--- src/rtl/glmf_pkg.sv ---
`default_nettype none

package glmf_pkg;

    // Grid geometry
    localparam int MAX_COLUMNS  = 128;
    localparam int MAX_ROWS     = 1024;
    localparam int SAMPLE_BITS  = 16;
    localparam int COL_BITS     = $clog2(MAX_COLUMNS);
    localparam int COL_CNT_BITS = COL_BITS + 1;
    localparam int ROW_BITS     = $clog2(MAX_ROWS);
    localparam int ROW_CNT_BITS = ROW_BITS + 1;

    // Four neighbours per cell: up, left, right, below
    localparam int NBR_COUNT = 4;

    // Configuration port
    localparam int CFG_INDEX_BITS = 2;
    localparam int CFG_DATA_BITS  = ROW_CNT_BITS;
    localparam logic [CFG_INDEX_BITS-1:0] CFG_ROW_COUNT    = 2'd0;
    localparam logic [CFG_INDEX_BITS-1:0] CFG_COLUMN_COUNT = 2'd1;

    // Request operation codes
    localparam logic OP_SAMPLE = 1'b0;
    localparam logic OP_FLUSH  = 1'b1;

    typedef logic signed [SAMPLE_BITS-1:0] sample_t;

    typedef struct packed {
        logic    operation;
        sample_t sample;
    } glmf_in_t;

    typedef struct packed {
        logic [ROW_BITS-1:0] cell_row;
        logic [COL_BITS-1:0] cell_column;
        logic                is_peak;
        logic                last_cell;
    } glmf_out_t;

    // One word of the line store: the two lines held at one column
    typedef struct packed {
        sample_t upper;
        sample_t middle;
    } line_word_t;

    // Data handed from cell to cell along the compare chain
    typedef struct packed {
        logic                     valid;
        logic [ROW_BITS-1:0]      row;
        logic [COL_BITS-1:0]      column;
        logic                     last;
        logic                     peak;
        sample_t                  center;
        sample_t [NBR_COUNT-1:0]  nbr;
    } cell_t;

endpackage

`default_nettype wire

--- src/rtl/glmf_cell.sv ---
`default_nettype none

module glmf_cell
    import glmf_pkg::*;
(
    input  wire logic  clk,
    input  wire logic  rst_n,
    input  wire logic  advance,
    input  wire cell_t cell_in,
    output cell_t      cell_out
);

    logic  valid_reg;
    cell_t data_reg;
    cell_t data_next;

    // Check one neighbour, then shift the rest down for the next cell
    always_comb
    begin
        data_next      = cell_in;
        data_next.peak = cell_in.peak
                         && ($signed(cell_in.center) >= $signed(cell_in.nbr[0]));
        for (int i = 0; i < NBR_COUNT - 1; i++)
        begin
            data_next.nbr[i] = cell_in.nbr[i+1];
        end
        data_next.nbr[NBR_COUNT-1] = '0;
    end

    always_ff @(posedge clk or negedge rst_n)
    begin
        if (!rst_n)
        begin
            valid_reg <= 1'b0;
        end
        else if (advance)
        begin
            valid_reg <= cell_in.valid;
        end
    end

    always_ff @(posedge clk)
    begin
        if (advance)
        begin
            data_reg <= data_next;
        end
    end

    always_comb
    begin
        cell_out       = data_reg;
        cell_out.valid = valid_reg;
    end

endmodule

`default_nettype wire

--- config.mk ---
export PLATFORM = sky130hd
export DESIGN_NAME = glmf_cell
export DESIGN_NICKNAME = d
export VERILOG_FILES = /design/src/rtl/glmf_pkg.sv /design/src/rtl/glmf_cell.sv
export SDC_FILE = /design/constraint.sdc
export NUM_CORES = 1
export LEC_CHECK = 0
export BUFFER_PORTS_ARGS = -buffer_cell sky130_fd_sc_hd__clkbuf_2
export CAP_MARGIN = 10
export CORE_UTILIZATION = 42
export DETAILED_ROUTE_END_ITERATION = 7
export PLACE_DENSITY = 0.8
export REMOVE_ABC_BUFFERS = 1
export SETUP_SLACK_MARGIN = 0.3
export SYNTH_ARGS = -nofsm -noshare
export SYNTH_HDL_FRONTEND = slang
export SYNTH_SLANG_ARGS = --single-unit
--- constraint.sdc ---
create_clock -name clk -period 0.9 [get_ports clk]
set_clock_uncertainty 0.1 [all_clocks]
set_input_delay 0.18 -clock clk [delete_from_list [all_inputs] [get_ports clk]]
set_output_delay 0.18 -clock clk [all_outputs]
set_load 0.01 [all_outputs]
-- Yosys cells after proc, flatten, opt, wreduce, memory -nomap -nowiden
Cells that the tools add are included.
- bits in registers: 84
- logic and storage cells: 11
- $lt $le $gt $ge: 1
- reductions and logical operators: 1
- operators with widths (kind ; number):
    16-bit >= comparator ; 1
    1-bit logical AND ; 1

-- Longest topological paths before layout
Gate-level depths: netlist of run 1.
- depth after elaboration: 2
- mapped depth: 7
- depth with buffers taken out: 7

-- Least setup slack after synthesis of run 1
No wires, ideal clock.
- kind: input port to flip-flop
- start point: in cell_in[15] in the netlist's numbering
- end point: reg data_reg, in the netlist cell_out[80], data pin
- library setup time: 0.259 ns
- data arrival time: 1.101 ns
- required time: 0.541 ns
- slack: -0.560 ns
- cell stages on the path: 7
- buffers on the path: 0
- path through: inv_1 > ha_1 > nand4_2 > nor3_2 > o211ai_1 > nand3_1 > mux2i_1
- RTL lines (element ; RTL line ; source):
    start, declared ; glmf_cell.sv:9 ; input wire cell_t cell_in,
    end signal, assigned ; glmf_cell.sv:46 ; data_reg <= data_next;
    end, declared ; glmf_cell.sv:14 ; cell_t data_reg;

==> results of run 1 <==
## worst max-delay path: cells and delay by family
| kind | cells | cell delay [ns] |
|---|---|---|
| fa+ha+maj | 1 | 0.26 |
| mux | 1 | 0.19 |
| buf+inv | 2 | 0.13 |
| compound gates | 1 | 0.23 |
| simple gates | 3 | 0.31 |
## area by class of cell
class | instances | area, um^2
Clock inverter | 7 | 82.6
Clock buffer | 9 | 124
Fill cell | 494 | 2290
Tap cell | 96 | 120
Sequential cell | 84 | 2520
Multi-Input combinational cell | 61 | 631
Inverter | 16 | 60.1
Timing Repair Buffer | 200 | 1120
## per-stage QoR
step | utilization | cell area (um^2) | TNS [ns] | setup WS (ns) | hold slack (ns)
2_1_floorplan | - | 3010 | -0.560 | -0.560 | -0.216
3_3_place_gp | 0.602 | 4180 | -9.23 | -0.724 | -0.145
3_5_place_dp | 0.602 | 4180 | -9.34 | -0.795 | -0.143
4_1_cts | 0.665 | 4620 | -21.39 | -0.286 | -0.114
5_1_grt | 0.670 | 4660 | -23.34 | -0.335 | -0.117
6_report | 0.670 | 4660 | -19.79 | -0.306 | -0.102
## timing repair
action / in CTS / in global routing
cloned: 1 / 0
gates resized for setup: 28 / 12
hold endpoints to repair: 82 / 81
setup buffers: 0 / 0
setup endpoints to repair: 163 / 86
pin swaps: 16 / 10
## path summary, 6_finish.rpt
kind / slack, ns / cells after the start / endpoint
worst min register to register: 0.42 / 1 / valid_reg
worst max register to register: 0.05 / 1 / valid_reg
worst min-delay path: -0.10 / 1 / cell_out[88]
worst max-delay path: -0.31 / 8 / cell_out[80]
max in group asynchronous: 0.57 / 2 / valid_reg
min in group asynchronous: 0.04 / 2 / valid_reg
## layout by cell type (no fill, tap or decap), drive strengths merged, types with 2 or more instances in the layout
cell / n
nand4: 2
inv: 19
clkbuf: 190
nand2: 7
nor3: 3
a21oi: 5
clkinvlp: 2
edfxtp: 83
nor2: 2
ha: 16
conb: 16
buf: 18
## cell families after synthesis
| group | share of synthesized area |
|---|---|
| adder cells (fa/ha/maj) | 0.0649 |
| buffers and inverters | 0.0609 |
| AND/OR/NAND/NOR | 0.0325 |
| multiplexers | 0.00690 |
| AO/OA/AOI/OAI | 0.0174 |
| flip-flops | 0.816 |
| other | 0.00122 |
## power by group
group          internal [mW]  switching (mW)  leakage, nW
logic                  0.573           0.621         1.20
registers               4.64          0.0806        0.824
clock network           1.33            1.45       0.0984
## routing by layer
metal | vias to the layer above | part of all wire | wire length, um
met2 | 117 | 0.53 | 3780
met3 | 14 | 0.078 | 561
li1 | 995 | - | -
met5 | - | 0 | 0
met4 | 0 | 0.023 | 163
met1 | 965 | 0.37 | 2670
==> summary.md, run 1 <==
| Metric | Value |
|---|---|
| Total Routing Usage GR | 0.182 |
| First-pass GRT wire length | 10,100 um |
| Area grow syn2layout | 51.0% |
| Core area | 6940 um^2 |
| Max-cap violation count | 0 |
| Worst setup margin | -0.306 ns |
| DIE HEIGHT | 87.7 um |
| Clk_lat worst skew | 0.34 ns |
| Cell with the most instances after synthesis | edfxtp_1 |
| Buffers on Ports | 186 |
| Synthesized area | 3080 um^2 |
| Post-Synthesis Cells | 163 |
| H-tree levels | 3 |
| Ports | 203 |
| DRT Pass-1 Iters | 4 |
| Pwr/cell area | 1870 nW/um^2 |
| Peak supply drop | 0.000739 V |
| Leak | 2.12 nW |
| Netlist cell types | 23 |
| Critical path class | input port to flop |
| Final hold violation count | 81 |
| Crit path DAT | 1.30 ns |
| Clk buf depth | 2 |
| Final #Nets | 491 |
| Critical path peak fanout | 2 |
| Hold_sp | cell_in[88] |
| GR Util met1 | 0.207 |
| Pin count of the biggest net entering global routing | 19 |
| Most instantiated cells after synthesis | edfxtp_1, buf_4, ha_1, inv_1, nand2_1 |
| Final WL | 7180 um |
| Fin crit period | 1.21 ns |
| Synth warn | 0 |
| Leading area contributor after synthesis | edfxtp_1 |
| Max FFs per register | 83 |
| Crit path cell chain | clkbuf_2 -> inv_2 -> ha_4 -> nand4_1 -> o221ai_2 -> nand2_1 -> nand3_1 -> mux2i_1 |
| Die Wd | 87.7 um |
| Max stage delay cell, worst path | ha_4 |
| Number of flops mapped to enable cells by yosys | 83 |
| Antenna violations before repair | 0 |
| Max Clk Rate | 829 MHz |
| Vias | 2,091 |
| Die ar. | 7690 um^2 |
| Hold Crit Class | input port to flop |
| FP Rows | 30 |
| Clk root buf | clkbuf_8 |
| GRT Max-Usage Layer | met2 |
| Inserted Clock Buffers | 9 |
| Placed cells | 455 |
| RSZ-0062 raised after global routing | yes |
| Initial Util | 0.444 |
| CTS tree | done |
| Post-Layout Cell Count | 473 |
| Critical path required time | 0.99 ns |
| Post-synth ARST share | 0.0119 |
| Diode count | 0 |
| WL/cell | 15.2 um |
| Crit path capture type | flop |
| Vias in the first global route | 1,969 |
| Mean Syn Cell Area | 18.9 um^2 |
| Failing checks | negative hold slack, negative setup slack |
| Routed vias/inst | 4.42 |
| Status | finished, violations left |
| Reg2reg start | valid_reg |
| Top cells by area, synth | edfxtp_1, ha_1, buf_4, inv_1, nand2_1 |
| Detailed Place HPWL | 5570 um |
| DRT iter0 DRCs | 80 |
| GR Layer Usage met2 | 0.319 |
| Gpl congestion | 0.740 |
| Worst setup SP type | input port |
| Clk sink count | 84 |
| Final ANT Viol Nets | 0 |
| Layout cell share with drive strength beyond 1 | 0.650 |
| Sequential area share after synthesis | 0.816 |
| Reg clk slew, reported paths | 0.09 ns |
| Period utilisation layout | 1.34 |
| GR Overflow Total | 0 |
| Total power draw | 8.68 mW |
| Yosys top cell area share | 0.808 |
| Final setup viols | 85 |
| Top FF cell, synth | edfxtp_1 |
| Final Slew Violations | 0 |
| Final hold slack | -0.102 ns |
| Remaining DRCs | 0 |
| Cts hold-fix bufs | 1 |
| Crit-path max cell delay | 0.26 ns |
| GR Layer Usage met3 | 0.0490 |
| Worst Setup SP | cell_in[5] |
| #FFs+latches synth | 84 |
No activity file was read; power rests on OpenSTA's default activity.
==> run 2, diff against run 1 <==
CTS_BUF_LIST = sky130_fd_sc_hd__clkbuf_8 sky130_fd_sc_hd__clkbuf_16   (was not set)
clock period = 1.35 ns   (was 0.9 ns; I/O delays follow)
==> run 2 against run 1 <==
- the flow now finishes without violations
- critical endpoint is now cell_out[11]
- combinational power down 21%
- sequential power down 33%
- utilization up 7.9 points
- global-route usage up 4.8 points
- total power down 31%
- design area up 12%
- clock-buffer cell count unchanged
- worst setup slack better by 0.36 ns
- via count up 14%
- clock power down 33%
- hold slack better by 0.13 ns
==> summary.md, run 2 (synthesized netlist as in run 1, its figures left out) <==
| Metric | Value |
|---|---|
| Crit-path max cell delay | 0.42 ns |
| Clk sink count | 84 |
| Diode count | 0 |
| First-pass GRT wire length | 12,500 um |
| DIE HEIGHT | 87.7 um |
| Clk_lat worst skew | 0.34 ns |
| GR Layer Usage met2 | 0.433 |
| GRT Max-Usage Layer | met2 |
| Clk root buf | clkbuf_8 |
| Reg2reg start | valid_reg |
| Placed cells | 453 |
| Antenna violations before repair | 0 |
| Period utilisation layout | 0.963 |
| H-tree levels | 3 |
| Core Util, Final | 0.750 |
| GR Util met1 | 0.249 |
| Peak supply drop | 0.000635 V |
| Hold_sp | cell_in[84] |
| Max Clk Rate | 770 MHz |
| Placed Area | 4180 um^2 |
| Worst setup margin | 0.0506 ns |
| Leak | 2.36 nW |
| Critical path peak fanout | 1 |
| Most common cell after layout, fill and taps aside | clkbuf_2 |
| Final hold violation count | 0 |
| Worst Setup SP | cell_out[11] |
| Crit path cell chain | buf_2 |
| Max-cap violation count | 0 |
| Vias in the first global route | 2,371 |
| Top Family by Delay on Critical Path | flip-flops |
| Pin count of the biggest net entering global routing | 31 |
| Commonest non-fill, non-tap cells in the layout | clkbuf_2, edfxtp_1, dlygate4sd3_1 |
| Area grow syn2layout | 68.8% |
| Crit path DAT | 0.93 ns |
| RSZ-0062 raised after global routing | yes |
| FP Rows | 30 |
| Critical path class | flop to output pin |
| DRT iter0 DRCs | 112 |
| Clk buf depth | 2 |
| DRT Pass-1 Iters | 4 |
| Final setup viols | 0 |
| Fin crit period | 1.30 ns |
| Inserted Clock Buffers | 9 |
| Die Wd | 87.7 um |
| Vias | 2,380 |
| Reg clk slew, reported paths | 0.09 ns |
| Pwr/cell area | 1140 nW/um^2 |
| GR Overflow Total | 0 |
| Worst setup SP type | flop |
| Final #Nets | 553 |
| Status | completed |
| Gpl congestion | 0.723 |
| Post-Layout Cell Count | 535 |
| Core area | 6940 um^2 |
| Buffers on Ports | 186 |
| Buf+Inv Stages, Crit Path | 1 |
| Initial Util | 0.444 |
| Final Slew Violations | 0 |
| Total Routing Usage GR | 0.230 |
| GR Layer Usage met3 | 0.0641 |
| CTS tree | done |
| Critical path required time | 0.98 ns |
| Ports | 203 |
| Routed vias/inst | 4.45 |
| Max FFs per register | 83 |
| Final hold slack | 0.0256 ns |
| Die ar. | 7690 um^2 |
| Crit path capture type | output pin |
| Detailed Place HPWL | 5550 um |
| Final WL | 9170 um |
| Final ANT Viol Nets | 0 |
| # fillers | 416 |
| Layout cell share with drive strength beyond 1 | 0.535 |
| DP Worst Slack | -0.401 ns |
| Post-layout instance area | 5210 um^2 |
| Max stage delay cell, worst path | edfxtp_1 |
| WL/cell | 17.1 um |
| Remaining DRCs | 0 |
| Hold Crit Class | input port to flop |
[run 2: power by group]
group | total, mW | internal (mW) | switching [mW]
combinational | 0.940 | 0.478 | 0.462
clock | 1.85 | 0.879 | 0.975
sequential | 3.16 | 3.09 | 0.0666
total | 5.95 | 4.45 | 1.50
[run 2: stage by stage]
stage	total power [mW]	TNS, ns
floorplan	3.43	-0.200
global placement	3.87	-0.350
detailed placement	3.90	-0.401
CTS	5.90	0
global route	6.16	-0.00863
finish	5.95	0
[run 2: layout make-up]
cell class / instances / area, um^2 / area share
clock inverters: 7 / 80.1 / 0.0154
flip-flops and latches: 84 / 2520 / 0.483
inverters: 16 / 60.1 / 0.0115
well taps: 96 / 120 / 0.0231
repair buffers: 262 / 1710 / 0.328
clock buffers: 9 / 124 / 0.0238
multi-input cells: 61 / 599 / 0.115
[run 2: what timing repair did]
action | 4_1_cts | 5_1_grt
gates resized for setup | 15 | 13
endpoints found under the hold margin | 65 | 1
pin swaps | 11 | 5
buffers inserted | 0 | 0
hold buffers | 65 | 1
setup endpoints to repair | 85 | 85
[run 2: worst paths after layout]
kind | endpoint | cells past startpoint | slack, ns
max in group asynchronous | valid_reg | 2 | 0.91
hold reg to reg | valid_reg | 1 | 0.43
hold / removal | cell_out[84] | 1 | 0.03
min in group asynchronous | valid_reg | 2 | 0.15
setup reg to reg | valid_reg | 1 | 0.50
setup / recovery | cell_out[11] | 1 | 0.05
[run 2: layer usage]
metal	wire length [um]	vias up
li1	-	1115
met1	3230	1113
met2	5040	138
met5	0	-
met3	739	14
met4	163	0
